`config.mk`:
```
export PLATFORM = sky130hd
export DESIGN_NAME = catapult_fire_sequencer_flat
export DESIGN_NICKNAME = d
export VERILOG_FILES = /design/src/rtl/cfs_pkg.sv /design/src/rtl/cfs_if.sv /design/src/rtl/cfs_seq.sv /design/src/rtl/cfs_volt.sv /design/src/rtl/catapult_fire_sequencer.sv /design/src/flat_wrapper.sv
export SDC_FILE = /design/constraint.sdc
export NUM_CORES = 1
export LEC_CHECK = 0
export ABC_AREA = 1
export BUFFER_PORTS_ARGS = -buffer_cell sky130_fd_sc_hd__clkbuf_2
export CAP_MARGIN = 20
export CELL_PAD_IN_SITES_DETAIL_PLACEMENT = 0
export CELL_PAD_IN_SITES_GLOBAL_PLACEMENT = 1
export CORE_MARGIN = 3
export CORE_UTILIZATION = 45
export CTS_CLUSTER_SIZE = 24
export DETAILED_ROUTE_END_ITERATION = 16
export PLACE_DENSITY_LB_ADDON = 0.25
export SLEW_MARGIN = 40
export SYNTH_ARGS = -nofsm -noshare
export SYNTH_HDL_FRONTEND = slang
export SYNTH_SLANG_ARGS = --single-unit
```
`constraint.sdc`:
```
create_clock -name clk -period 11.04 [get_ports clk]
set_input_delay 1.656 -clock clk [delete_from_list [all_inputs] [get_ports clk]]
set_output_delay 1.656 -clock clk [all_outputs]
set_load 0.05 [all_outputs]
```
`src/rtl/cfs_pkg.sv`:
```
`timescale 1ns / 1ps
// ----------------------------------------------------------------------------
// cfs_pkg: shared types and constants of the catapult fire sequencer
// Step codes, beat layouts, speed and voltage widths, and the speed to
// millivolt lookup table.
// ----------------------------------------------------------------------------
package cfs_pkg;

    // Encoder field width on the wire and internal position width
    localparam int POS_FIELD_BITS = 22;
    localparam int POSITION_BITS  = 22;
    localparam int SPEED_BITS     = POSITION_BITS + 1;
    localparam int HOLD_BITS      = 16;
    localparam int AIM_BITS       = 17;
    localparam int VOLT_BITS      = 15;
    localparam int MAG_BITS       = VOLT_BITS - 1;

    // Speed scale and voltage limit
    localparam int SPEED_FULL     = 127;
    localparam int SPEED_SLOW     = 60;
    localparam int VOLT_MAX       = 12000;
    localparam int AIM_TOLERANCE  = 256;
    localparam int SPEED_IDX_BITS = $clog2(SPEED_FULL + 1);

    localparam logic signed [SPEED_BITS-1:0] SPEED_FULL_POS = SPEED_BITS'(SPEED_FULL);
    localparam logic signed [SPEED_BITS-1:0] SPEED_FULL_NEG = SPEED_BITS'(-SPEED_FULL);
    localparam logic signed [SPEED_BITS-1:0] SPEED_SLOW_POS = SPEED_BITS'(SPEED_SLOW);
    localparam logic signed [VOLT_BITS-1:0]  VOLT_POS_LIM   = VOLT_BITS'(VOLT_MAX);
    localparam logic signed [VOLT_BITS-1:0]  VOLT_NEG_LIM   = VOLT_BITS'(-VOLT_MAX);
    localparam logic signed [AIM_BITS-1:0]   AIM_HI_LIM     = AIM_BITS'(AIM_TOLERANCE);
    localparam logic signed [AIM_BITS-1:0]   AIM_LO_LIM     = AIM_BITS'(-AIM_TOLERANCE);

    // Sequence steps; any other code behaves as idle
    typedef enum logic [3:0] {
        STEP_IDLE      = 4'd0,
        STEP_RUN_DOWN  = 4'd1,
        STEP_RELEASE   = 4'd2,
        STEP_DRAW_HOLD = 4'd3,
        STEP_DONE      = 4'd4,
        STEP_HOLD_ZERO = 4'd5,
        STEP_SLOW_DRAW = 4'd10,
        STEP_DRAWN     = 4'd11,
        STEP_AIM       = 4'd12
    } step_e;

    // One control tick
    typedef struct packed {
        logic signed [POS_FIELD_BITS-1:0] position_a;
        logic signed [POS_FIELD_BITS-1:0] position_b;
        logic                             limit_switch;
        logic                             button_up;
        logic                             button_down;
        logic                             button_fire;
        logic                             button_fire_aim;
        logic                             button_abort;
        logic                             button_draw;
        logic signed [AIM_BITS-1:0]       aim_angle;
    } tick_t;

    // Sequencer decision for one tick, before voltage scaling
    typedef struct packed {
        logic signed [SPEED_BITS-1:0] speed;
        logic                         turn_request;
        logic signed [AIM_BITS-1:0]   turn_angle;
        logic                         drive_stop;
        logic                         fired;
    } seq_res_t;

    typedef logic [MAG_BITS-1:0]         volt_mag_t;
    typedef volt_mag_t [SPEED_FULL:0]    volt_table_t;

    // Millivolts for each speed magnitude, truncated toward zero
    function automatic volt_table_t build_volt_table();
        volt_table_t t;
        for (int i = 0; i <= SPEED_FULL; i++)
        begin
            t[i] = MAG_BITS'((i * VOLT_MAX) / SPEED_FULL);
        end
        return t;
    endfunction

    localparam volt_table_t VOLT_TABLE = build_volt_table();

endpackage

```
`src/rtl/cfs_if.sv`:
```
`timescale 1ns / 1ps
// ----------------------------------------------------------------------------
// cfs_if: valid/ready channels of the catapult fire sequencer
// Tick channel carries sensor and button beats, command channel carries
// motor and drive commands.
// ----------------------------------------------------------------------------
interface cfs_tick_if;
    import cfs_pkg::*;

    logic                             valid;
    logic                             ready;
    logic signed [POS_FIELD_BITS-1:0] position_a;
    logic signed [POS_FIELD_BITS-1:0] position_b;
    logic                             limit_switch;
    logic                             button_up;
    logic                             button_down;
    logic                             button_fire;
    logic                             button_fire_aim;
    logic                             button_abort;
    logic                             button_draw;
    logic signed [AIM_BITS-1:0]       aim_angle;

    modport source (
        output valid, position_a, position_b, limit_switch, button_up, button_down,
               button_fire, button_fire_aim, button_abort, button_draw, aim_angle,
        input  ready
    );
    modport sink (
        input  valid, position_a, position_b, limit_switch, button_up, button_down,
               button_fire, button_fire_aim, button_abort, button_draw, aim_angle,
        output ready
    );
endinterface

interface cfs_cmd_if;
    import cfs_pkg::*;

    logic                        valid;
    logic                        ready;
    logic signed [VOLT_BITS-1:0] motor_voltage;
    logic                        turn_request;
    logic signed [AIM_BITS-1:0]  turn_angle;
    logic                        drive_stop;
    logic                        fired;

    modport source (
        output valid, motor_voltage, turn_request, turn_angle, drive_stop, fired,
        input  ready
    );
    modport sink (
        input  valid, motor_voltage, turn_request, turn_angle, drive_stop, fired,
        output ready
    );
endinterface

```
`src/rtl/cfs_seq.sv`:
```
`timescale 1ns / 1ps
// ----------------------------------------------------------------------------
// cfs_seq: fire sequence state machine
// Holds step, aim flag, seek target and encoder zero; decides speed and the
// turn, stop and fired flags for the tick in the input register.
// ----------------------------------------------------------------------------
module cfs_seq (
    input  logic                                  clk,
    input  logic                                  rst_n,
    input  logic                                  advance,
    input  cfs_pkg::tick_t                        tick,
    input  logic signed [cfs_pkg::HOLD_BITS-1:0]  hold_position,
    output cfs_pkg::seq_res_t                     res
);
    import cfs_pkg::*;

    step_e                            step_reg, step_next;
    logic                             aim_en_reg, aim_en_next;
    logic                             seek_reg, seek_next;
    logic signed [POSITION_BITS-1:0]  target_reg, target_next;
    logic signed [POSITION_BITS-1:0]  zero_reg, zero_next;

    logic signed [POS_FIELD_BITS:0]   pos_sum;
    logic signed [POS_FIELD_BITS:0]   pos_half;
    logic signed [POSITION_BITS-1:0]  avg;
    logic signed [POSITION_BITS-1:0]  pos;
    logic                             aimed;

    // Average both encoders (floor), then remove the zero offset
    assign pos_sum  = {tick.position_a[POS_FIELD_BITS-1], tick.position_a}
                    + {tick.position_b[POS_FIELD_BITS-1], tick.position_b};
    assign pos_half = pos_sum >>> 1;
    assign avg      = POSITION_BITS'(pos_half);
    assign pos      = avg - zero_reg;
    assign aimed    = (tick.aim_angle > AIM_LO_LIM) && (tick.aim_angle < AIM_HI_LIM);

    // Commit state when the tick moves to the result register
    always_ff @(posedge clk or negedge rst_n)
    begin
        if (!rst_n)
        begin
            step_reg   <= STEP_IDLE;
            aim_en_reg <= 1'b0;
            seek_reg   <= 1'b0;
            target_reg <= '0;
            zero_reg   <= '0;
        end
        else if (advance)
        begin
            step_reg   <= step_next;
            aim_en_reg <= aim_en_next;
            seek_reg   <= seek_next;
            target_reg <= target_next;
            zero_reg   <= zero_next;
        end
    end

    // Step logic, then button overrides in priority order, then seek
    always_comb
    begin
        step_next        = step_reg;
        aim_en_next      = aim_en_reg;
        seek_next        = seek_reg;
        target_next      = target_reg;
        zero_next        = zero_reg;
        res.speed        = '0;
        res.turn_request = 1'b0;
        res.drive_stop   = 1'b0;
        res.fired        = 1'b0;

        unique case (step_reg)
            STEP_RUN_DOWN:
            begin
                res.speed        = SPEED_FULL_POS;
                seek_next        = 1'b0;
                res.turn_request = aim_en_reg;
                if (tick.limit_switch)
                begin
                    step_next = STEP_RELEASE;
                    zero_next = avg;
                end
            end
            STEP_RELEASE:
            begin
                res.speed        = SPEED_FULL_POS;
                seek_next        = 1'b0;
                res.turn_request = aim_en_reg;
                if (!tick.limit_switch)
                begin
                    step_next      = STEP_DRAW_HOLD;
                    res.drive_stop = 1'b1;
                    aim_en_next    = 1'b0;
                    res.fired      = 1'b1;
                end
            end
            STEP_DRAW_HOLD:
            begin
                seek_next   = 1'b1;
                target_next = POSITION_BITS'(hold_position);
                if (tick.limit_switch)
                begin
                    step_next = STEP_DONE;
                end
            end
            STEP_HOLD_ZERO:
            begin
                seek_next   = 1'b1;
                target_next = '0;
            end
            STEP_SLOW_DRAW:
            begin
                res.speed = SPEED_SLOW_POS;
                seek_next = 1'b0;
                if (tick.limit_switch)
                begin
                    step_next   = STEP_DRAWN;
                    seek_next   = 1'b1;
                    target_next = pos;
                end
            end
            STEP_AIM:
            begin
                res.turn_request = 1'b1;
                if (aimed)
                begin
                    step_next = STEP_RUN_DOWN;
                end
            end
            default:
            begin
                step_next = step_reg;
            end
        endcase

        if (tick.button_up)
        begin
            res.speed = SPEED_FULL_NEG;
            step_next = STEP_IDLE;
            seek_next = 1'b0;
        end
        if (tick.button_down)
        begin
            res.speed = SPEED_FULL_POS;
            step_next = STEP_IDLE;
            seek_next = 1'b0;
        end
        if (tick.button_fire)
        begin
            aim_en_next = 1'b0;
            step_next   = STEP_RUN_DOWN;
        end
        if (tick.button_fire_aim)
        begin
            aim_en_next = 1'b1;
            step_next   = STEP_AIM;
        end
        if (tick.button_abort)
        begin
            step_next = STEP_IDLE;
            seek_next = 1'b0;
        end
        if (tick.button_draw)
        begin
            step_next = STEP_SLOW_DRAW;
        end

        if (seek_next)
        begin
            res.speed = {target_next[POSITION_BITS-1], target_next}
                      - {pos[POSITION_BITS-1], pos};
        end

        res.turn_angle = res.turn_request ? tick.aim_angle : '0;
    end

endmodule

```
`src/rtl/cfs_volt.sv`:
```
`timescale 1ns / 1ps
// ----------------------------------------------------------------------------
// cfs_volt: speed to motor millivolts
// Scales a -127..127 speed by 12000/127 through a lookup table, truncating
// toward zero, and saturates larger speeds at +-12000 mV.
// ----------------------------------------------------------------------------
module cfs_volt (
    input  logic signed [cfs_pkg::SPEED_BITS-1:0] speed,
    output logic signed [cfs_pkg::VOLT_BITS-1:0]  motor_voltage
);
    import cfs_pkg::*;

    logic                         neg;
    logic                         over_pos;
    logic                         over_neg;
    logic [SPEED_BITS-1:0]        mag;
    volt_mag_t                    mag_volt;
    logic signed [VOLT_BITS-1:0]  scaled;

    // Look up the magnitude, restore the sign
    assign neg      = speed[SPEED_BITS-1];
    assign over_pos = speed > SPEED_FULL_POS;
    assign over_neg = speed < SPEED_FULL_NEG;
    assign mag      = neg ? SPEED_BITS'(-speed) : SPEED_BITS'(speed);
    assign mag_volt = VOLT_TABLE[mag[SPEED_IDX_BITS-1:0]];
    assign scaled   = neg ? -$signed({1'b0, mag_volt}) : $signed({1'b0, mag_volt});

    // Saturate out-of-range speeds
    always_comb
    begin
        if (over_pos)
        begin
            motor_voltage = VOLT_POS_LIM;
        end
        else if (over_neg)
        begin
            motor_voltage = VOLT_NEG_LIM;
        end
        else
        begin
            motor_voltage = scaled;
        end
    end

endmodule

```
`src/rtl/catapult_fire_sequencer.sv`:
```
`timescale 1ns / 1ps
// ----------------------------------------------------------------------------
// catapult_fire_sequencer: catapult fire sequence controller
// Turns control ticks (encoders, limit switch, buttons, aim angle) into motor
// voltage and drive turn/stop commands.
// ----------------------------------------------------------------------------
// Usage
//   sample : one 20 ms control tick per beat (valid/ready).
//   command: one command beat per tick, in order (valid/ready).
//   cfg_we/cfg_wdata: write hold_position, the post-fire hold target in
//   degrees; write only while no tick is in flight.
//   Path: an accepted tick waits in the input register and is offered on
//   command from the command register once it advances.
//   Throughput: one tick per cycle while command drains; the input register
//   feeds the combinational sequencer and voltage lookup, which load the command register.
//   A stalled command register holds its beat; the input register still
//   takes one more tick, then sample.ready drops until command drains.
//   Reset: sequence idle, aim and seek off, seek target, encoder zero and
//   hold_position cleared, both channels empty.
// ----------------------------------------------------------------------------
module catapult_fire_sequencer (
    input  logic                                  clk,
    input  logic                                  rst_n,
    cfs_tick_if.sink                              sample,
    cfs_cmd_if.source                             command,
    input  logic                                  cfg_we,
    input  logic signed [cfs_pkg::HOLD_BITS-1:0]  cfg_wdata
);
    import cfs_pkg::*;

    logic                         in_valid_reg;
    tick_t                        in_tick_reg;
    logic                         out_valid_reg;
    logic signed [VOLT_BITS-1:0]  volt_reg;
    logic                         turn_reg;
    logic signed [AIM_BITS-1:0]   angle_reg;
    logic                         stop_reg;
    logic                         fired_reg;
    logic signed [HOLD_BITS-1:0]  hold_reg;

    logic                         advance;
    logic                         take;
    seq_res_t                     seq_res;
    logic signed [VOLT_BITS-1:0]  volt_next;

    assign advance      = in_valid_reg && (!out_valid_reg || command.ready);
    assign sample.ready = !in_valid_reg || advance;
    assign take         = sample.valid && sample.ready;

    // Hold the configuration register
    always_ff @(posedge clk or negedge rst_n)
    begin
        if (!rst_n)
        begin
            hold_reg <= '0;
        end
        else if (cfg_we)
        begin
            hold_reg <= cfg_wdata;
        end
    end

    // Input register: capture a tick beat
    always_ff @(posedge clk or negedge rst_n)
    begin
        if (!rst_n)
        begin
            in_valid_reg <= 1'b0;
        end
        else if (sample.ready)
        begin
            in_valid_reg <= sample.valid;
        end
    end

    always_ff @(posedge clk)
    begin
        if (take)
        begin
            in_tick_reg.position_a      <= sample.position_a;
            in_tick_reg.position_b      <= sample.position_b;
            in_tick_reg.limit_switch    <= sample.limit_switch;
            in_tick_reg.button_up       <= sample.button_up;
            in_tick_reg.button_down     <= sample.button_down;
            in_tick_reg.button_fire     <= sample.button_fire;
            in_tick_reg.button_fire_aim <= sample.button_fire_aim;
            in_tick_reg.button_abort    <= sample.button_abort;
            in_tick_reg.button_draw     <= sample.button_draw;
            in_tick_reg.aim_angle       <= sample.aim_angle;
        end
    end

    cfs_seq u_seq (
        .clk           (clk),
        .rst_n         (rst_n),
        .advance       (advance),
        .tick          (in_tick_reg),
        .hold_position (hold_reg),
        .res           (seq_res)
    );

    cfs_volt u_volt (
        .speed         (seq_res.speed),
        .motor_voltage (volt_next)
    );

    // Result register: load on advance, drop when the beat is taken
    always_ff @(posedge clk or negedge rst_n)
    begin
        if (!rst_n)
        begin
            out_valid_reg <= 1'b0;
        end
        else if (advance)
        begin
            out_valid_reg <= 1'b1;
        end
        else if (command.ready)
        begin
            out_valid_reg <= 1'b0;
        end
    end

    always_ff @(posedge clk)
    begin
        if (advance)
        begin
            volt_reg  <= volt_next;
            turn_reg  <= seq_res.turn_request;
            angle_reg <= seq_res.turn_angle;
            stop_reg  <= seq_res.drive_stop;
            fired_reg <= seq_res.fired;
        end
    end

    assign command.valid         = out_valid_reg;
    assign command.motor_voltage = volt_reg;
    assign command.turn_request  = turn_reg;
    assign command.turn_angle    = angle_reg;
    assign command.drive_stop    = stop_reg;
    assign command.fired         = fired_reg;

endmodule

```
`src/flat_wrapper.sv`:
```
// flat-port wrapper written by rule: the top's interface ports become plain ports
module catapult_fire_sequencer_flat import cfs_pkg::*;
  (clk, rst_n, cfg_we, cfg_wdata, sample_valid, sample_position_a, sample_position_b, sample_limit_switch, sample_button_up, sample_button_down, sample_button_fire, sample_button_fire_aim, sample_button_abort, sample_button_draw, sample_aim_angle, sample_ready, command_valid, command_motor_voltage, command_turn_request, command_turn_angle, command_drive_stop, command_fired, command_ready);
  cfs_tick_if sample_i ();
  cfs_cmd_if command_i ();
  input  logic clk;
  input  logic rst_n;
  input  logic cfg_we;
  input  logic signed [cfs_pkg::HOLD_BITS-1:0] cfg_wdata;
  input wire logic [$bits(sample_i.valid)-1:0] sample_valid;
  input wire logic [$bits(sample_i.position_a)-1:0] sample_position_a;
  input wire logic [$bits(sample_i.position_b)-1:0] sample_position_b;
  input wire logic [$bits(sample_i.limit_switch)-1:0] sample_limit_switch;
  input wire logic [$bits(sample_i.button_up)-1:0] sample_button_up;
  input wire logic [$bits(sample_i.button_down)-1:0] sample_button_down;
  input wire logic [$bits(sample_i.button_fire)-1:0] sample_button_fire;
  input wire logic [$bits(sample_i.button_fire_aim)-1:0] sample_button_fire_aim;
  input wire logic [$bits(sample_i.button_abort)-1:0] sample_button_abort;
  input wire logic [$bits(sample_i.button_draw)-1:0] sample_button_draw;
  input wire logic [$bits(sample_i.aim_angle)-1:0] sample_aim_angle;
  output wire logic [$bits(sample_i.ready)-1:0] sample_ready;
  output wire logic [$bits(command_i.valid)-1:0] command_valid;
  output wire logic [$bits(command_i.motor_voltage)-1:0] command_motor_voltage;
  output wire logic [$bits(command_i.turn_request)-1:0] command_turn_request;
  output wire logic [$bits(command_i.turn_angle)-1:0] command_turn_angle;
  output wire logic [$bits(command_i.drive_stop)-1:0] command_drive_stop;
  output wire logic [$bits(command_i.fired)-1:0] command_fired;
  input wire logic [$bits(command_i.ready)-1:0] command_ready;
  assign sample_i.valid = sample_valid;
  assign sample_i.position_a = sample_position_a;
  assign sample_i.position_b = sample_position_b;
  assign sample_i.limit_switch = sample_limit_switch;
  assign sample_i.button_up = sample_button_up;
  assign sample_i.button_down = sample_button_down;
  assign sample_i.button_fire = sample_button_fire;
  assign sample_i.button_fire_aim = sample_button_fire_aim;
  assign sample_i.button_abort = sample_button_abort;
  assign sample_i.button_draw = sample_button_draw;
  assign sample_i.aim_angle = sample_aim_angle;
  assign sample_ready = sample_i.ready;
  assign command_valid = command_i.valid;
  assign command_motor_voltage = command_i.motor_voltage;
  assign command_turn_request = command_i.turn_request;
  assign command_turn_angle = command_i.turn_angle;
  assign command_drive_stop = command_i.drive_stop;
  assign command_fired = command_i.fired;
  assign command_i.ready = command_ready;
  catapult_fire_sequencer u_core (.clk(clk), .rst_n(rst_n), .sample(sample_i), .command(command_i), .cfg_we(cfg_we), .cfg_wdata(cfg_wdata));
endmodule
```
# Word level (Yosys, flattened, before mapping)
# Memories as Yosys holds them, arrays and structs flattened.
# Index checks and enable logic that the tools add are counted.
op_classes:
  magnitude_cmp: 5
  addsub: 5
  n_mux: 35
  n_eq_ne: 12
  n_reduce_logical: 16
ops:
  columns: ["operator", "count"]
  rows:
  - ["two-way mux 23 bit", 3]
  - ["one-hot mux 22 bit (3 select lines)", 1]
  - ["two-way mux 4 bit", 11]
  - ["two-way mux 15 bit", 2]
  - ["!= test 8 x 1 -> 1 bit, second input constant", 3]
  - ["adder 22 x 22 -> 23 bit", 1]
  - ["greater-than comparator 23 x 8 -> 1 bit, second input constant", 1]
  - ["less-than comparator 23 x 8 -> 1 bit, second input constant", 1]
  - ["subtractor 22 x 22 -> 23 bit", 1]
  - ["two-way mux 22 bit", 1]
  - ["subtractor 22 bit", 1]
  - ["one-hot mux 4 bit (5 select lines)", 1]
  - ["greater-than comparator 17 x 9 -> 1 bit, second input constant", 1]
  - ["less-than comparator 17 x 10 -> 1 bit, second input constant", 1]
  - ["negator 14 -> 15 bit", 1]
  - ["two-way mux 14 bit", 1]
  - ["one-hot mux 7 bit (2 select lines)", 1]
  - ["nonzero test 11 bit", 1]
  - ["two-way mux 1 bit", 10]
  - ["== test 4 x 2 -> 1 bit, second input constant", 2]
  - ["== test 4 bit, second input constant", 2]
  - ["less-than comparator 7 x 8 -> 1 bit, second input constant", 1]
  - ["!= test 8 x 2 -> 1 bit, second input constant", 1]
  - ["!= test 8 bit, second input constant", 1]
  - ["other kinds (16)", 23]
totals:
  word_cells: 98
  mem_bits_ro: 1792
  ff_bits: 171
  input_bits: 89
  n_memories: 1
  out_inout_bits: 37
memory_table:
  columns: ["name", "depth", "width", "read_ports", "rd_ports_with_merged_regs", "wr", "line_no", "rtl"]
  rows:
  - ["(no name shown)", 128, 14, 1, 0, 0, "cfs_volt.sv:25", "assign mag_volt = VOLT_TABLE[mag[SPEED_IDX_BITS-1:0]];"]

# Longest topological paths before layout
# Gate-level depths: netlist (run 1).
depth:
  ltp_word: 14
  ltp_mapped: 57
  mapped_depth_nobuf: 56

# By module
# A second synthesis (run 1) with hierarchy kept.
hier_totals:
  cells_unflattened: 1785
  hier_area_um2: 13102.6
modules_own_cells:
  columns: ["mod", "area_per_inst_um2", "instances", "cells_each", "seq_area_each_um2"]
  rows:
  - ["cfs_seq", 6666.4, 1, 1062, 1251.2]
  - ["catapult_fire_sequencer", 3832.4, 1, 182, 3543.4]
  - ["cfs_volt", 2603.7, 1, 541, 0.0]

# Least setup slack after synthesis (run 1)
# OpenSTA, ideal clock, no wires.
synth_timing:
  path_kind: "register to register"
  start: "register u_core.in_tick_reg[26] (netlist name)"
  end: "register u_core.volt_reg[10], in the netlist u_core.command.motor_voltage[10], data pin"
  path_stages_with_launch: 57
  n_path_buf: 1
  required_ns: 10.778
  arrival_time_ns: 7.355
  setup_ns: 0.262
  path_slack_ns: 3.424
  synth_period_minus_slack_ns: 7.616
  path_cell_list: "edfxtp_1 -> ha_1 -> nand2_1 -> o21ai_0 -> nand2_1 -> o211ai_1 -> a31oi_1 -> o21ai_0 -> nand4_1 -> nand2_1 -> a21boi_0 -> o21ai_0 -> xnor2_1 -> inv_1 -> ha_1 -> nand2_1 -> nor4_1 -> nand3_1 -> [... 21 more ...] -> ha_1 -> nor2_1 -> inv_1 -> nand2_1 -> nand3_1 -> nand3_1 -> nand2_1 -> nand2_1 -> nand2_1 -> inv_1 -> ha_1 -> nand3_1 -> nor2_2 -> nand2_1 -> nand3_1 -> nand2_1 -> nand2_1 -> nand2_1"
synth_via:
  word_cells_on_any_way: 15
  cone_classes: "add/sub: 5; order compare: 2; mux: 7; memory: 1"
synth_rtl:
  columns: ["item", "line_no", "rtl"]
  rows:
  - ["start, declared", "catapult_fire_sequencer.sv:32", "tick_t in_tick_reg;"]
  - ["adder 22 x 22 -> 23 bit *", "cfs_seq.sv:31", "+ {tick.position_b[POS_FIELD_BITS-1], tick.position_b};"]
  - ["net u_core.u_seq.pos_sum[19]", "cfs_seq.sv:23", "logic signed [POS_FIELD_BITS:0] pos_sum;"]
  - ["subtractor 22 bit *", "cfs_seq.sv:34", "assign pos = avg - zero_reg;"]
  - ["two-way mux 22 bit *", "cfs_seq.sv:114", "if (tick.limit_switch)"]
  - ["one-hot mux 22 bit (3 select lines) *", "cfs_seq.sv:71", "unique case (step_reg)"]
  - ["net u_core.u_seq.target_next[21]", "cfs_seq.sv:20", "logic signed [POSITION_BITS-1:0] target_reg, target_next;"]
  - ["subtractor 22 x 22 -> 23 bit *", "cfs_seq.sv:170", "- {pos[POSITION_BITS-1], pos};"]
  - ["two-way mux 23 bit *", "cfs_seq.sv:167", "if (seek_next)"]
  - ["two-way mux 7 bit", "cfs_volt.sv:24", "assign mag = neg ? SPEED_BITS'(-speed) : SPEED_BITS'(speed);"]
  - ["memory (128 x 14 bit)", null, null]
  - ["two-way mux 14 bit (implied by the code)", "cfs_volt.sv:25", null]
  - ["negator 14 -> 15 bit", "cfs_volt.sv:26", "assign scaled = neg ? -$signed({1'b0, mag_volt}) : $signed({1'b0, mag_volt});"]
  - ["two-way mux 15 bit", "cfs_volt.sv:26", null]
  - ["two-way mux 15 bit", "cfs_volt.sv:35", "else if (over_neg)"]
  - ["end signal, assigned", "catapult_fire_sequencer.sv:128", "volt_reg <= volt_next;"]
  - ["end, declared", "catapult_fire_sequencer.sv:34", "logic signed [VOLT_BITS-1:0] volt_reg;"]
# Mark *: on every way through the listed nets, which the timed path passes. The rest lies on a longest branch. The select of a mux whose other input is x is not followed.
# A chain may end at the register's enable or synchronous reset.

# Final worst setup path (run 1)
layout_timing:
  start: "register u_core.in_tick_reg[26] (netlist name)"
  end: "register u_core.volt_reg[8], in the netlist u_core.command.motor_voltage[8], data pin"
# The elaborated chain is that of the path after synthesis.

==> impl_metrics.xml, run 1 <==
<?xml version="1.0" encoding="UTF-8"?>
<metrics>
  <group name="detailed_routing">
    <metric name="route.detailed.wl_per_inst" unit="um">15.5</metric>
    <metric name="detail_route.first_pass.iterations" unit="">5</metric>
    <metric name="via_count" unit="">11304</metric>
    <metric name="drt_iter0_markers" unit="">721</metric>
    <metric name="drtAntennaViolNets" unit="">0</metric>
    <metric name="post-route-drc-count" unit="">0</metric>
    <metric name="vias_per_cell" unit="">5.26</metric>
    <metric name="detail_route.wirelength" unit="um">33300</metric>
  </group>
  <group name="worst_setup_path">
    <metric name="worst_path_max_delay_cell" unit="">nand2_2</metric>
    <metric name="path_class" unit="">flop to flop</metric>
    <metric name="crit_arrival" unit="ns">9.12</metric>
    <metric name="slowest_delay" unit="ns">0.50</metric>
    <metric name="critPathBufInv" unit="">6</metric>
    <metric name="cp_max_fo" unit="">32</metric>
    <metric name="worst_setup_path_start_kind" unit="">flop</metric>
    <metric name="crit_family" unit="">simple AND/OR/NAND/NOR gates</metric>
    <metric name="crit_required" unit="ns">11.22</metric>
    <metric name="critPathCaptureType" unit="">flop</metric>
    <metric name="crit_top_cell" unit="">nand2_1</metric>
  </group>
  <group name="logic_synthesis">
    <metric name="synth-edff-count" unit="">102</metric>
    <metric name="ys_seq_area_frac" unit="">0.378</metric>
    <metric name="synth_seq_cells" unit="">170</metric>
    <metric name="synth.cell_area" unit="um2">12600</metric>
    <metric name="synth_flop_cell" unit="">edfxtp_1</metric>
    <metric name="post_synth_main_area_contributors" unit="">edfxtp_1 24%, nand2_1 14%, dfrtp_1 13%</metric>
    <metric name="syn_avg_cell_area" unit="um2">7.61</metric>
    <metric name="synth_top_cell_by_area" unit="">edfxtp_1</metric>
    <metric name="asyncSetResetFlopFracSynth" unit="">0.400</metric>
    <metric name="synth_top_area_share" unit="">0.243</metric>
    <metric name="count_of_distinct_cell_types_in_the_synthesized_netlist" unit="">60</metric>
    <metric name="yosys_warnings" unit="">0</metric>
    <metric name="synth_nets" unit="">1822</metric>
    <metric name="syn_inst" unit="">1658</metric>
  </group>
  <group name="grt">
    <metric name="grt_usage" unit="">0.222</metric>
    <metric name="grt_pass1_vias" unit="">10692</metric>
    <metric name="grt_pass1_wl" unit="um">54800</metric>
    <metric name="largest_net_degree_at_the_start_of_global_routing" unit="">69</metric>
    <metric name="global_route.overflow_total" unit="">0</metric>
    <metric name="antenna_found_initial" unit="">0</metric>
  </group>
  <group name="timing">
    <metric name="final_max_slew_viol_count" unit="">0</metric>
    <metric name="worst-slew-pin-transition" unit="ns">0.752</metric>
    <metric name="post_route_setup_tns" unit="ns">0</metric>
    <metric name="finalClockSkew" unit="ns">0.00993</metric>
    <metric name="upper_clock_frequency_limit" unit="MHz">112</metric>
    <metric name="layout_min_cycle_time" unit="ns">8.94</metric>
    <metric name="fin_crit_sh" unit="">0.810</metric>
    <metric name="rsz0062_at_grt" unit="">no</metric>
    <metric name="slew_headroom" unit="">0.496</metric>
    <metric name="setup_viol" unit="">0</metric>
    <metric name="report.final.hold_viol_count" unit="">0</metric>
  </group>
  <group name="layout">
    <metric name="final_nets" unit="">1928</metric>
    <metric name="largest_register_ffs" unit="">68</metric>
    <metric name="area_growth_syn_to_layout" unit="%">11.9</metric>
    <metric name="post_route_cells_drive_above_1_share" unit="">0.140</metric>
    <metric name="antenna_cells" unit="">0</metric>
  </group>
  <group name="clock_tree">
    <metric name="cts.sinks" unit="">170</metric>
    <metric name="cts_max_path_buffers" unit="">2</metric>
    <metric name="cts_setup_buffers" unit="">0</metric>
    <metric name="cts.htree.levels" unit="">4</metric>
    <metric name="clkLatencyLatePin" unit="ns">0.43</metric>
    <metric name="cts_root_buf" unit="">clkbuf_16</metric>
    <metric name="cts_made_buffers" unit="">17</metric>
    <metric name="tritoncts" unit="">yes</metric>
    <metric name="cts.hold.buffers_added" unit="">0</metric>
    <metric name="cts_resized" unit="">0</metric>
    <metric name="path_clk_slew" unit="ns">0.07</metric>
  </group>
  <group name="floorplanning">
    <metric name="chip_height" unit="um">173</metric>
    <metric name="floorplan.die_area" unit="um2">30100</metric>
    <metric name="row_count" unit="">60</metric>
    <metric name="floorplan.initialDensity" unit="">0.463</metric>
    <metric name="ios" unit="">126</metric>
    <metric name="floorplan.core_area" unit="um2">27300</metric>
    <metric name="dieWidth" unit="um">173</metric>
  </group>
  <group name="status">
    <metric name="status" unit="">complete, no violations</metric>
  </group>
  <group name="run">
    <metric name="maxCapViolations" unit="">0</metric>
  </group>
  <group name="pwr">
    <metric name="total_power" unit="mW">3.92</metric>
    <metric name="cellPowerDensity" unit="nW/um2">278</metric>
    <metric name="ir_worst_vdd" unit="mV">0.121</metric>
    <metric name="leakagePower" unit="nW">6.90</metric>
  </group>
  <group name="hold_path">
    <metric name="timing.hold.worst.class" unit="">flop to flop</metric>
  </group>
  <group name="place">
    <metric name="finalWeightedCongestion" unit="">0.919</metric>
    <metric name="dp_hpwl" unit="um">25700</metric>
    <metric name="port-buffer-count" unit="">125</metric>
  </group>
</metrics>
-- placed cells by master, fill, tap and decap left out, types with 5 or more instances in the layout --
master	synthesis	layout
nor2_2	5	5
a211oi_1	7	7
nand2_1	470	469
ha_1	72	72
inv_2	11	13
nor2_1	122	122
nand2_2	25	26
clkbuf_2	0	124
dfrtp_1	68	68
a31oi_1	9	9
a21oi_1	93	93
clkbuf_16	0	17
nand4_1	17	17
inv_1	189	187
nand3_1	133	133
nor3_1	13	12
xor2_1	33	33
edfxtp_1	102	102
nor4_1	10	10
o21ai_0	101	101
nand3b_1	5	5
xnor2_1	21	21
o221ai_1	15	15
nand2_4	14	14
o21ai_1	10	10
-- cells in the mapped netlist (5+ instances only) --
cell,instances
dfrtp_1,68
nand2_2,25
o21ai_0,101
nor2_2,5
xnor2_1,21
clkbuf_1,21
buf_6,8
nor4_1,10
a211oi_1,7
nor3_1,13
o21ai_1,10
nand3_1,133
a21oi_1,93
nand3b_1,5
o221ai_1,15
nand4_1,17
a31oi_1,9
buf_2,10
nand2_1,470
nand2_4,14
edfxtp_1,102
inv_1,189
xor2_1,33
inv_2,11
nor2_1,122
ha_1,72
-- worst min-delay path: stages, from the launching register on --
cell,delay (ns)
dfrtp_1,0.35
nand2_1,0.05
nand2_1,0.06
-- per-stage QoR --
step | area [um2] | worst slack, ns | cells | hold slack [ns] | utilization
4_1_cts | 14100 | 2.09 | 2148 | 0.492 | 0.517
6_report | 14100 | 2.10 | 2149 | 0.492 | 0.518
5_1_grt | 14100 | 0.879 | 2149 | 0.521 | 0.518
2_1_floorplan | 12600 | 3.42 | 1658 | 0.449 | -
3_3_place_gp | 13500 | 2.34 | 2116 | 0.463 | 0.495
3_5_place_dp | 13500 | 2.17 | 2116 | 0.474 | 0.495
-- where the power goes --
group          total [mW]  internal, mW  switching [mW]
combinational        2.46         0.771            1.69
clock               0.609         0.307           0.302
sequential          0.851         0.799          0.0526
total                3.92          1.88            2.04
-- final cells by class --
type | instances | area (um2)
clock buffer | 17 | 425
clock inverter | 15 | 174
fill | 2669 | 13100
inverter | 204 | 771
multi-input combinational | 1240 | 6830
sequential | 170 | 4760
tap | 372 | 465
timing repair buffer | 131 | 682
-- metal layers --
layer  up-vias  wire [um]  track usage
met3        46       1570       0.0350
met1      5230      15800        0.308
met5         -          0            0
met2       291      15300        0.363
li1       5737          -            -
met4         0        612       0.0557
-- cell families (layout without fill, tap and decap cells) --
family / after synthesis / in the layout / synth area share
fa+ha+maj: 75 / 75 / 0.0762
flops: 170 / 170 / 0.378
buf+inv: 248 / 367 / 0.0818
xor+xnor: 55 / 55 / 0.0397
compound gates: 275 / 275 / 0.127
mux: 2 / 2 / 0.00179
simple gates: 833 / 833 / 0.296
-- worst paths after layout --
path / start / endpoint / slack [ns] / depth (start not counted)
hold / removal: u_core.u_seq.target_reg[1] / u_core.u_seq.target_reg[1] / 0.49 / 2
setup reg to reg: u_core.in_tick_reg[26] / u_core.command.motor_voltage[8] / 2.10 / 52
setup / recovery: u_core.in_tick_reg[26] / u_core.command.motor_voltage[8] / 2.10 / 52
min in group asynchronous: rst_n / u_core.u_seq.zero_reg[11] / 1.34 / 2
hold reg to reg: u_core.u_seq.target_reg[1] / u_core.u_seq.target_reg[1] / 0.49 / 2
max in group asynchronous: rst_n / u_core.hold_reg[2] / 9.26 / 2
Note: power is estimated with default switching activity, not from simulation.
==> run 2, diff against run 1 <==
==> constraint.sdc (replaced) <==
create_clock -name clk -period 8.6 [get_ports clk]
set_input_delay 1.29 -clock clk [delete_from_list [all_inputs] [get_ports clk]]
set_output_delay 1.29 -clock clk [all_outputs]
set_load 0.05 [all_outputs]
==> run 2 against run 1 <==
  * Maximum frequency up 15%
  * Critical path depth unchanged
  * First-iteration DRC count up 20%
  * Clock power up 28%
  * Largest power group unchanged
  * Flip-flop and latch count unchanged
  * Total power up 31%
  * Sequential share of layout area down 0.73 points
  * Die area unchanged
  * Combinational power up 33%
  * Clock-buffer cell count unchanged
  * Sequential power up 28%
  * Global-route usage up 0.52 points
==> impl_metrics.xml, run 2 (synthesis results as in run 1) <==
<?xml version="1.0" encoding="UTF-8"?>
<metrics>
  <group name="worst_setup_path">
    <metric name="crit_family" unit="">simple AND/OR/NAND/NOR gates</metric>
    <metric name="worst_path_max_delay_cell" unit="">edfxtp_1</metric>
    <metric name="path_class" unit="">flop to flop</metric>
    <metric name="crit_top_cell" unit="">nand2_1</metric>
    <metric name="slowest_delay" unit="ns">0.42</metric>
    <metric name="worst_setup_path_start_kind" unit="">flop</metric>
    <metric name="critPathCaptureType" unit="">flop</metric>
    <metric name="reg2reg_setup_slack" unit="ns">0.85</metric>
    <metric name="critPathBufInv" unit="">4</metric>
    <metric name="crit_arrival" unit="ns">7.93</metric>
    <metric name="setup.worst_path.start" unit="">u_core.in_tick_reg[26]</metric>
    <metric name="cp_max_fo" unit="">8</metric>
    <metric name="crit_required" unit="ns">8.77</metric>
    <metric name="r2r-start" unit="">u_core.in_tick_reg[26]</metric>
  </group>
  <group name="detailed_routing">
    <metric name="drtAntennaViolNets" unit="">0</metric>
    <metric name="post-route-drc-count" unit="">0</metric>
    <metric name="route.detailed.wl_per_inst" unit="um">15.6</metric>
    <metric name="drt_iter0_markers" unit="">863</metric>
    <metric name="via_count" unit="">11298</metric>
    <metric name="detail_route.first_pass.iterations" unit="">6</metric>
    <metric name="vias_per_cell" unit="">5.22</metric>
    <metric name="detail_route.wirelength" unit="um">33700</metric>
  </group>
  <group name="layout">
    <metric name="largest_register_ffs" unit="">68</metric>
    <metric name="area_growth_syn_to_layout" unit="%">14.4</metric>
    <metric name="area_occupied_by_multi_input_gates" unit="um2">7010</metric>
    <metric name="post_route_cells_drive_above_1_share" unit="">0.164</metric>
    <metric name="final_area" unit="um2">14400</metric>
    <metric name="final_nets" unit="">1943</metric>
    <metric name="n_fill_cell" unit="">2625</metric>
    <metric name="area.sequential" unit="um2">4760</metric>
    <metric name="mostFrequentLayoutCells" unit="">469 x nand2_1, 187 x inv_1, 132 x nand3_1</metric>
    <metric name="final_util" unit="">0.529</metric>
    <metric name="antenna_cells" unit="">0</metric>
    <metric name="layout.cells.most_common" unit="">nand2_1</metric>
  </group>
  <group name="timing">
    <metric name="worst-slew-pin-transition" unit="ns">0.751</metric>
    <metric name="finalClockSkew" unit="ns">0.0174</metric>
    <metric name="slew_headroom" unit="">0.500</metric>
    <metric name="post_route_setup_tns" unit="ns">0</metric>
    <metric name="upper_clock_frequency_limit" unit="MHz">129</metric>
    <metric name="setup_viol" unit="">0</metric>
    <metric name="setup_ws" unit="ns">0.846</metric>
    <metric name="final_max_slew_viol_count" unit="">0</metric>
    <metric name="timing.hold.ws" unit="ns">0.483</metric>
    <metric name="layout_min_cycle_time" unit="ns">7.75</metric>
    <metric name="fin_crit_sh" unit="">0.902</metric>
    <metric name="report.final.hold_viol_count" unit="">0</metric>
  </group>
  <group name="grt">
    <metric name="grt_usage" unit="">0.227</metric>
    <metric name="antenna_found_initial" unit="">0</metric>
    <metric name="grt_pass1_wl" unit="um">56400</metric>
    <metric name="globalRouteMet2Util" unit="">0.362</metric>
    <metric name="largest_net_degree_at_the_start_of_global_routing" unit="">69</metric>
    <metric name="global_route.peak_usage_layer" unit="">met2</metric>
    <metric name="met1_usage" unit="">0.326</metric>
    <metric name="grt_pass1_vias" unit="">11027</metric>
    <metric name="groute.layer.met3.usage" unit="">0.0252</metric>
    <metric name="global_route.overflow_total" unit="">0</metric>
  </group>
  <group name="clock_tree">
    <metric name="cts_root_buf" unit="">clkbuf_16</metric>
    <metric name="cts_max_path_buffers" unit="">2</metric>
    <metric name="cts.htree.levels" unit="">4</metric>
    <metric name="path_clk_slew" unit="ns">0.08</metric>
    <metric name="cts_made_buffers" unit="">17</metric>
    <metric name="tritoncts" unit="">yes</metric>
    <metric name="clkLatencyLatePin" unit="ns">0.43</metric>
    <metric name="cts.sinks" unit="">170</metric>
  </group>
  <group name="pwr">
    <metric name="ir_worst_vdd" unit="mV">0.165</metric>
    <metric name="cellPowerDensity" unit="nW/um2">357</metric>
    <metric name="leakagePower" unit="nW">7.01</metric>
  </group>
  <group name="floorplanning">
    <metric name="floorplan.die_area" unit="um2">30100</metric>
    <metric name="dieWidth" unit="um">173</metric>
    <metric name="chip_height" unit="um">173</metric>
    <metric name="floorplan.initialDensity" unit="">0.463</metric>
    <metric name="floorplan.core_area" unit="um2">27300</metric>
    <metric name="row_count" unit="">60</metric>
    <metric name="ios" unit="">126</metric>
  </group>
  <group name="place">
    <metric name="port-buffer-count" unit="">125</metric>
    <metric name="dpl_worst_slack" unit="ns">0.0909</metric>
    <metric name="dp_hpwl" unit="um">26400</metric>
    <metric name="post_dp_cell_area" unit="um2">13600</metric>
    <metric name="finalWeightedCongestion" unit="">0.947</metric>
  </group>
  <group name="run">
    <metric name="maxCapViolations" unit="">0</metric>
  </group>
  <group name="hold_path">
    <metric name="timing.hold.worst.class" unit="">flop to flop</metric>
    <metric name="min_from" unit="">u_core.u_seq.target_reg[1]</metric>
  </group>
  <group name="status">
    <metric name="status" unit="">complete, no violations</metric>
  </group>
</metrics>
## run 2: cell count changes in the layout (fill, tap and decap cells not counted), sizes merged
cell  previous run  this run
buf              7        22
## run 2: worst register-to-register path, delay by kind of cell, from the launching register on
family / cells / cell delay [ns]
AND/OR/NAND/NOR: 29 / 3.15
AO/OA/AOI/OAI: 11 / 1.83
adder cells (fa/ha/maj): 5 / 1.30
XOR/XNOR: 3 / 0.48
flip-flops: 1 / 0.42
buffers and inverters: 4 / 0.30
## run 2: cell type report
class / instances / share of cell area
clock buffer: 17 / 0.0295
clock inverter: 15 / 0.0132
inverter: 204 / 0.0534
multi-input combinational: 1240 / 0.486
sequential: 170 / 0.330
tap: 372 / 0.0323
timing repair buffer: 146 / 0.0551
## run 2: per-stage QoR
stage	total power, mW	std cells
5_1_grt	5.64	2164
6_report	5.15	2164
4_1_cts	5.06	2161
2_1_floorplan	3.48	1658
3_3_place_gp	4.28	2129
3_5_place_dp	4.26	2129
## run 2: final timing paths
path | endpoint | cells after the start
worst max-delay path | u_core.command.motor_voltage[10] | 52
worst min-delay path | u_core.u_seq.target_reg[1] | 2
worst max register to register | u_core.command.motor_voltage[10] | 52
worst min register to register | u_core.u_seq.target_reg[1] | 2
max in group asynchronous | u_core.u_seq.target_reg[12] | 2
min in group asynchronous | u_core.u_seq.zero_reg[11] | 2
## run 2: report_power, final
part           internal [mW]  leakage, nW  total [mW]  switching (mW)
clock                  0.398        0.295       0.779           0.380
sequential              1.03         1.79        1.09          0.0668
combinational           1.06         4.93        3.28            2.22
## run 2: routing by layer
| metal | vias to the layer above | share of wire |
|---|---|---|
| li1 | 5755 | - |
| met1 | 5185 | 0.48 |
| met2 | 305 | 0.45 |
| met3 | 53 | 0.042 |
| met4 | 0 | 0.021 |
| met5 | - | 0 |
## run 2: timing repair
action	in CTS	in global routing
buffers inserted	0	3
hold buffers	0	0
resized for setup	1	45
pin swaps	0	7
endpoints found under the setup margin	1	15
==> run 3, diff against run 2 <==
--- a/config.mk
+++ b/config.mk
@@ -5,7 +5,7 @@
 export SDC_FILE = /design/constraint.sdc
 export NUM_CORES = 1
 export LEC_CHECK = 0
-export ABC_AREA = 1
+export ABC_AREA = 0
 export BUFFER_PORTS_ARGS = -buffer_cell sky130_fd_sc_hd__clkbuf_2
 export CAP_MARGIN = 20
 export CELL_PAD_IN_SITES_DETAIL_PLACEMENT = 0
==> run 3 against run 2 <==
  * Total power grew 0.50%
  * Worst setup slack got worse by 0.78 ns
  * Register-to-register slack worse by 0.78 ns
  * Via count rose by 12%
  * Die area up 3.1%
  * Critical path depth is 13 lower
  * Critical endpoint is now u_core.command.motor_voltage[6]
  * Largest power group unchanged
==> impl_metrics.xml, run 3 <==
<?xml version="1.0" encoding="UTF-8"?>
<metrics>
  <group name="floorplanning">
    <metric name="chip_height" unit="um">176</metric>
    <metric name="dieWidth" unit="um">176</metric>
    <metric name="ios" unit="">126</metric>
    <metric name="floorplan.die_area" unit="um2">31000</metric>
    <metric name="row_count" unit="">61</metric>
    <metric name="floorplan.core_area" unit="um2">28200</metric>
    <metric name="floorplan.initialDensity" unit="">0.462</metric>
  </group>
  <group name="worst_setup_path">
    <metric name="critPathBufInv" unit="">3</metric>
    <metric name="path_class" unit="">flop to flop</metric>
    <metric name="crit_family" unit="">compound AO/OA/AOI/OAI gates</metric>
    <metric name="worst_setup_path_start_kind" unit="">flop</metric>
    <metric name="crit_arrival" unit="ns">8.72</metric>
    <metric name="slowest_delay" unit="ns">0.41</metric>
    <metric name="critPathCaptureType" unit="">flop</metric>
    <metric name="crit_required" unit="ns">8.78</metric>
    <metric name="worst_path_max_delay_cell" unit="">edfxtp_1</metric>
    <metric name="cp_max_fo" unit="">7</metric>
    <metric name="crit_top_cell" unit="">a21oi_2</metric>
  </group>
  <group name="timing">
    <metric name="report.final.hold_viol_count" unit="">0</metric>
    <metric name="setup_ws" unit="ns">0.0637</metric>
    <metric name="layout_min_cycle_time" unit="ns">8.54</metric>
    <metric name="final_max_slew_viol_count" unit="">0</metric>
    <metric name="setup_viol" unit="">0</metric>
    <metric name="finalClockSkew" unit="ns">0.0118</metric>
    <metric name="rsz0062_at_grt" unit="">yes</metric>
    <metric name="fin_crit_sh" unit="">0.993</metric>
    <metric name="worst-slew-pin-transition" unit="ns">0.831</metric>
    <metric name="upper_clock_frequency_limit" unit="MHz">117</metric>
    <metric name="post_route_setup_tns" unit="ns">0</metric>
    <metric name="slew_headroom" unit="">0.445</metric>
  </group>
  <group name="pwr">
    <metric name="ir_worst_vdd" unit="mV">0.173</metric>
    <metric name="leakagePower" unit="nW">7.09</metric>
    <metric name="cellPowerDensity" unit="nW/um2">308</metric>
  </group>
  <group name="detailed_routing">
    <metric name="vias_per_cell" unit="">5.91</metric>
    <metric name="drt_iter0_markers" unit="">1215</metric>
    <metric name="route.met2.wl" unit="um">19400</metric>
    <metric name="route.detailed.wl_per_inst" unit="um">19.1</metric>
    <metric name="post-route-drc-count" unit="">0</metric>
    <metric name="dr_wl_met3" unit="um">2650</metric>
    <metric name="m1WireLength" unit="um">17600</metric>
    <metric name="detail_route.first_pass.iterations" unit="">5</metric>
    <metric name="via_count" unit="">12608</metric>
    <metric name="drtAntennaViolNets" unit="">0</metric>
    <metric name="maxUsedRoutingLayer" unit="">met4</metric>
    <metric name="detail_route.wirelength" unit="um">40700</metric>
  </group>
  <group name="logic_synthesis">
    <metric name="main_combinational_cell_family_by_area_after_synthesis" unit="">compound AO/OA/AOI/OAI gates</metric>
    <metric name="synth_xor_xnor_area_share" unit="">0.0464</metric>
    <metric name="synth_top_area_share" unit="">0.235</metric>
    <metric name="synth_simple_gate_area_share" unit="">0.176</metric>
    <metric name="yosys_warnings" unit="">0</metric>
    <metric name="syn_inst" unit="">1454</metric>
    <metric name="post_synth_main_area_contributors" unit="">edfxtp_1 24%, dfrtp_1 13%, ha_1 6.9%</metric>
    <metric name="muxShareOfSynthArea" unit="">0.0558</metric>
    <metric name="synth_seq_cells" unit="">170</metric>
    <metric name="synth_nets" unit="">1618</metric>
    <metric name="synth_top_cell_by_area" unit="">edfxtp_1</metric>
    <metric name="synth-adder-area-share" unit="">0.0746</metric>
    <metric name="yosys.cell_count.top_type" unit="">nor2_1</metric>
    <metric name="synth_flop_cell" unit="">edfxtp_1</metric>
    <metric name="synth_compound_area_frac" unit="">0.240</metric>
    <metric name="count_of_distinct_cell_types_in_the_synthesized_netlist" unit="">95</metric>
    <metric name="synth_commonest_cells" unit="">150 x nor2_1, 125 x a21oi_1, 111 x nand2_1</metric>
    <metric name="ys_seq_area_frac" unit="">0.366</metric>
    <metric name="synth-edff-count" unit="">102</metric>
    <metric name="asyncSetResetFlopFracSynth" unit="">0.400</metric>
    <metric name="synth.cell_area" unit="um2">13000</metric>
    <metric name="syn_avg_cell_area" unit="um2">8.95</metric>
  </group>
  <group name="layout">
    <metric name="final_nets" unit="">1905</metric>
    <metric name="area_occupied_by_multi_input_gates" unit="um2">8340</metric>
    <metric name="area.sequential" unit="um2">4760</metric>
    <metric name="mostFrequentLayoutCells" unit="">196 x buf_4, 145 x nor2_1, 124 x clkbuf_2</metric>
    <metric name="post_route_cells_drive_above_1_share" unit="">0.320</metric>
    <metric name="n_fill_cell" unit="">2456</metric>
    <metric name="area_growth_syn_to_layout" unit="%">29.2</metric>
    <metric name="antenna_cells" unit="">0</metric>
    <metric name="final_area" unit="um2">16800</metric>
    <metric name="layout.cells.most_common" unit="">buf_4</metric>
    <metric name="layout.cells.non_filler" unit="">2132</metric>
    <metric name="largest_register_ffs" unit="">68</metric>
  </group>
  <group name="place">
    <metric name="post-place-cells" unit="">2055</metric>
    <metric name="dp_hpwl" unit="um">30000</metric>
    <metric name="port-buffer-count" unit="">125</metric>
    <metric name="finalWeightedCongestion" unit="">0.978</metric>
    <metric name="dpl_worst_slack" unit="ns">-0.187</metric>
    <metric name="post_dp_cell_area" unit="um2">15200</metric>
  </group>
  <group name="clock_tree">
    <metric name="cts.sinks" unit="">170</metric>
    <metric name="cts.hold.buffers_added" unit="">0</metric>
    <metric name="path_clk_slew" unit="ns">0.08</metric>
    <metric name="tritoncts" unit="">yes</metric>
    <metric name="cts_max_path_buffers" unit="">2</metric>
    <metric name="cts.htree.levels" unit="">4</metric>
    <metric name="cts_root_buf" unit="">clkbuf_16</metric>
    <metric name="clkLatencyLatePin" unit="ns">0.44</metric>
    <metric name="cts_made_buffers" unit="">17</metric>
  </group>
  <group name="grt">
    <metric name="grt_pass1_wl" unit="um">63300</metric>
    <metric name="global_route.overflow_total" unit="">0</metric>
    <metric name="antenna_found_initial" unit="">0</metric>
    <metric name="grt_pass1_vias" unit="">11956</metric>
    <metric name="grt_usage" unit="">0.254</metric>
    <metric name="largest_net_degree_at_the_start_of_global_routing" unit="">69</metric>
  </group>
  <group name="hold_path">
    <metric name="timing.hold.worst.class" unit="">flop to flop</metric>
  </group>
  <group name="run">
    <metric name="maxCapViolations" unit="">0</metric>
  </group>
  <group name="status">
    <metric name="status" unit="">complete, no violations</metric>
  </group>
</metrics>
-- run 3: cell families after synthesis --
logic type                 Yosys count
buffers and inverters              134
adders and majority gates           76
xor gates and xnor gates            69
muxes                               65
AOI/OAI and AO/OA                  464
DFF                                170
and+or+nand+nor                    476
-- run 3: layout make-up --
type,count,share of cell area
multi-input cells,1150,0.496
flip-flops and latches,170,0.283
repair buffers,344,0.145
well taps,378,0.0281
clock buffers,17,0.0253
inverters,58,0.0130
clock inverters,15,0.00997
-- run 3: stage by stage --
step / hold slack [ns] / power [mW] / utilization
global placement: 0.458 / 4.04 / 0.538
floorplan: 0.447 / 3.07 / -
detailed placement: 0.470 / 4.05 / 0.539
global route: 0.510 / 5.55 / 0.597
CTS: 0.487 / 4.87 / 0.564
finish: 0.494 / 5.18 / 0.597
-- run 3: what timing repair did --
action / 4_1_cts / 5_1_grt
gates resized for setup: 17 / 146
pin swaps: 7 / 83
endpoints found under the setup margin: 10 / 15
buffers inserted: 7 / 34
cloned: 0 / 4
-- run 3: final timing paths --
path                                       startpoint                              end  slack (ns)  cells after the start
min                        u_core.u_seq.target_reg[0]       u_core.u_seq.target_reg[0]        0.49                      2
max                            u_core.in_tick_reg[47]  u_core.command.motor_voltage[6]        0.06                     39
max in group asynchronous                       rst_n       u_core.u_seq.target_reg[3]        7.19                      2
min reg2reg                u_core.u_seq.target_reg[0]       u_core.u_seq.target_reg[0]        0.49                      2
max reg2reg                    u_core.in_tick_reg[47]  u_core.command.motor_voltage[6]        0.06                     39
min in group asynchronous                       rst_n         u_core.u_seq.zero_reg[6]        0.96                      2
-- run 3: routing by layer --
layer | GRT usage | vias up
met5 | 0 | -
met3 | 0.0447 | 83
li1 | - | 6015
met4 | 0.0822 | 0
met1 | 0.338 | 6062
met2 | 0.420 | 448
-- run 3: tightest hold or removal path, cell delays in order (launching register included) --
cell and delay [ns]:
dfrtp_1 0.35, nand2_1 0.04, o21ai_0 0.07
-- run 3: report_power, final --
| part | switching, mW | internal (mW) |
|---|---|---|
| Clock | 0.391 | 0.392 |
| Combinational | 1.89 | 1.44 |
| Sequential | 0.0649 | 0.996 |
| Total | 2.35 | 2.83 |
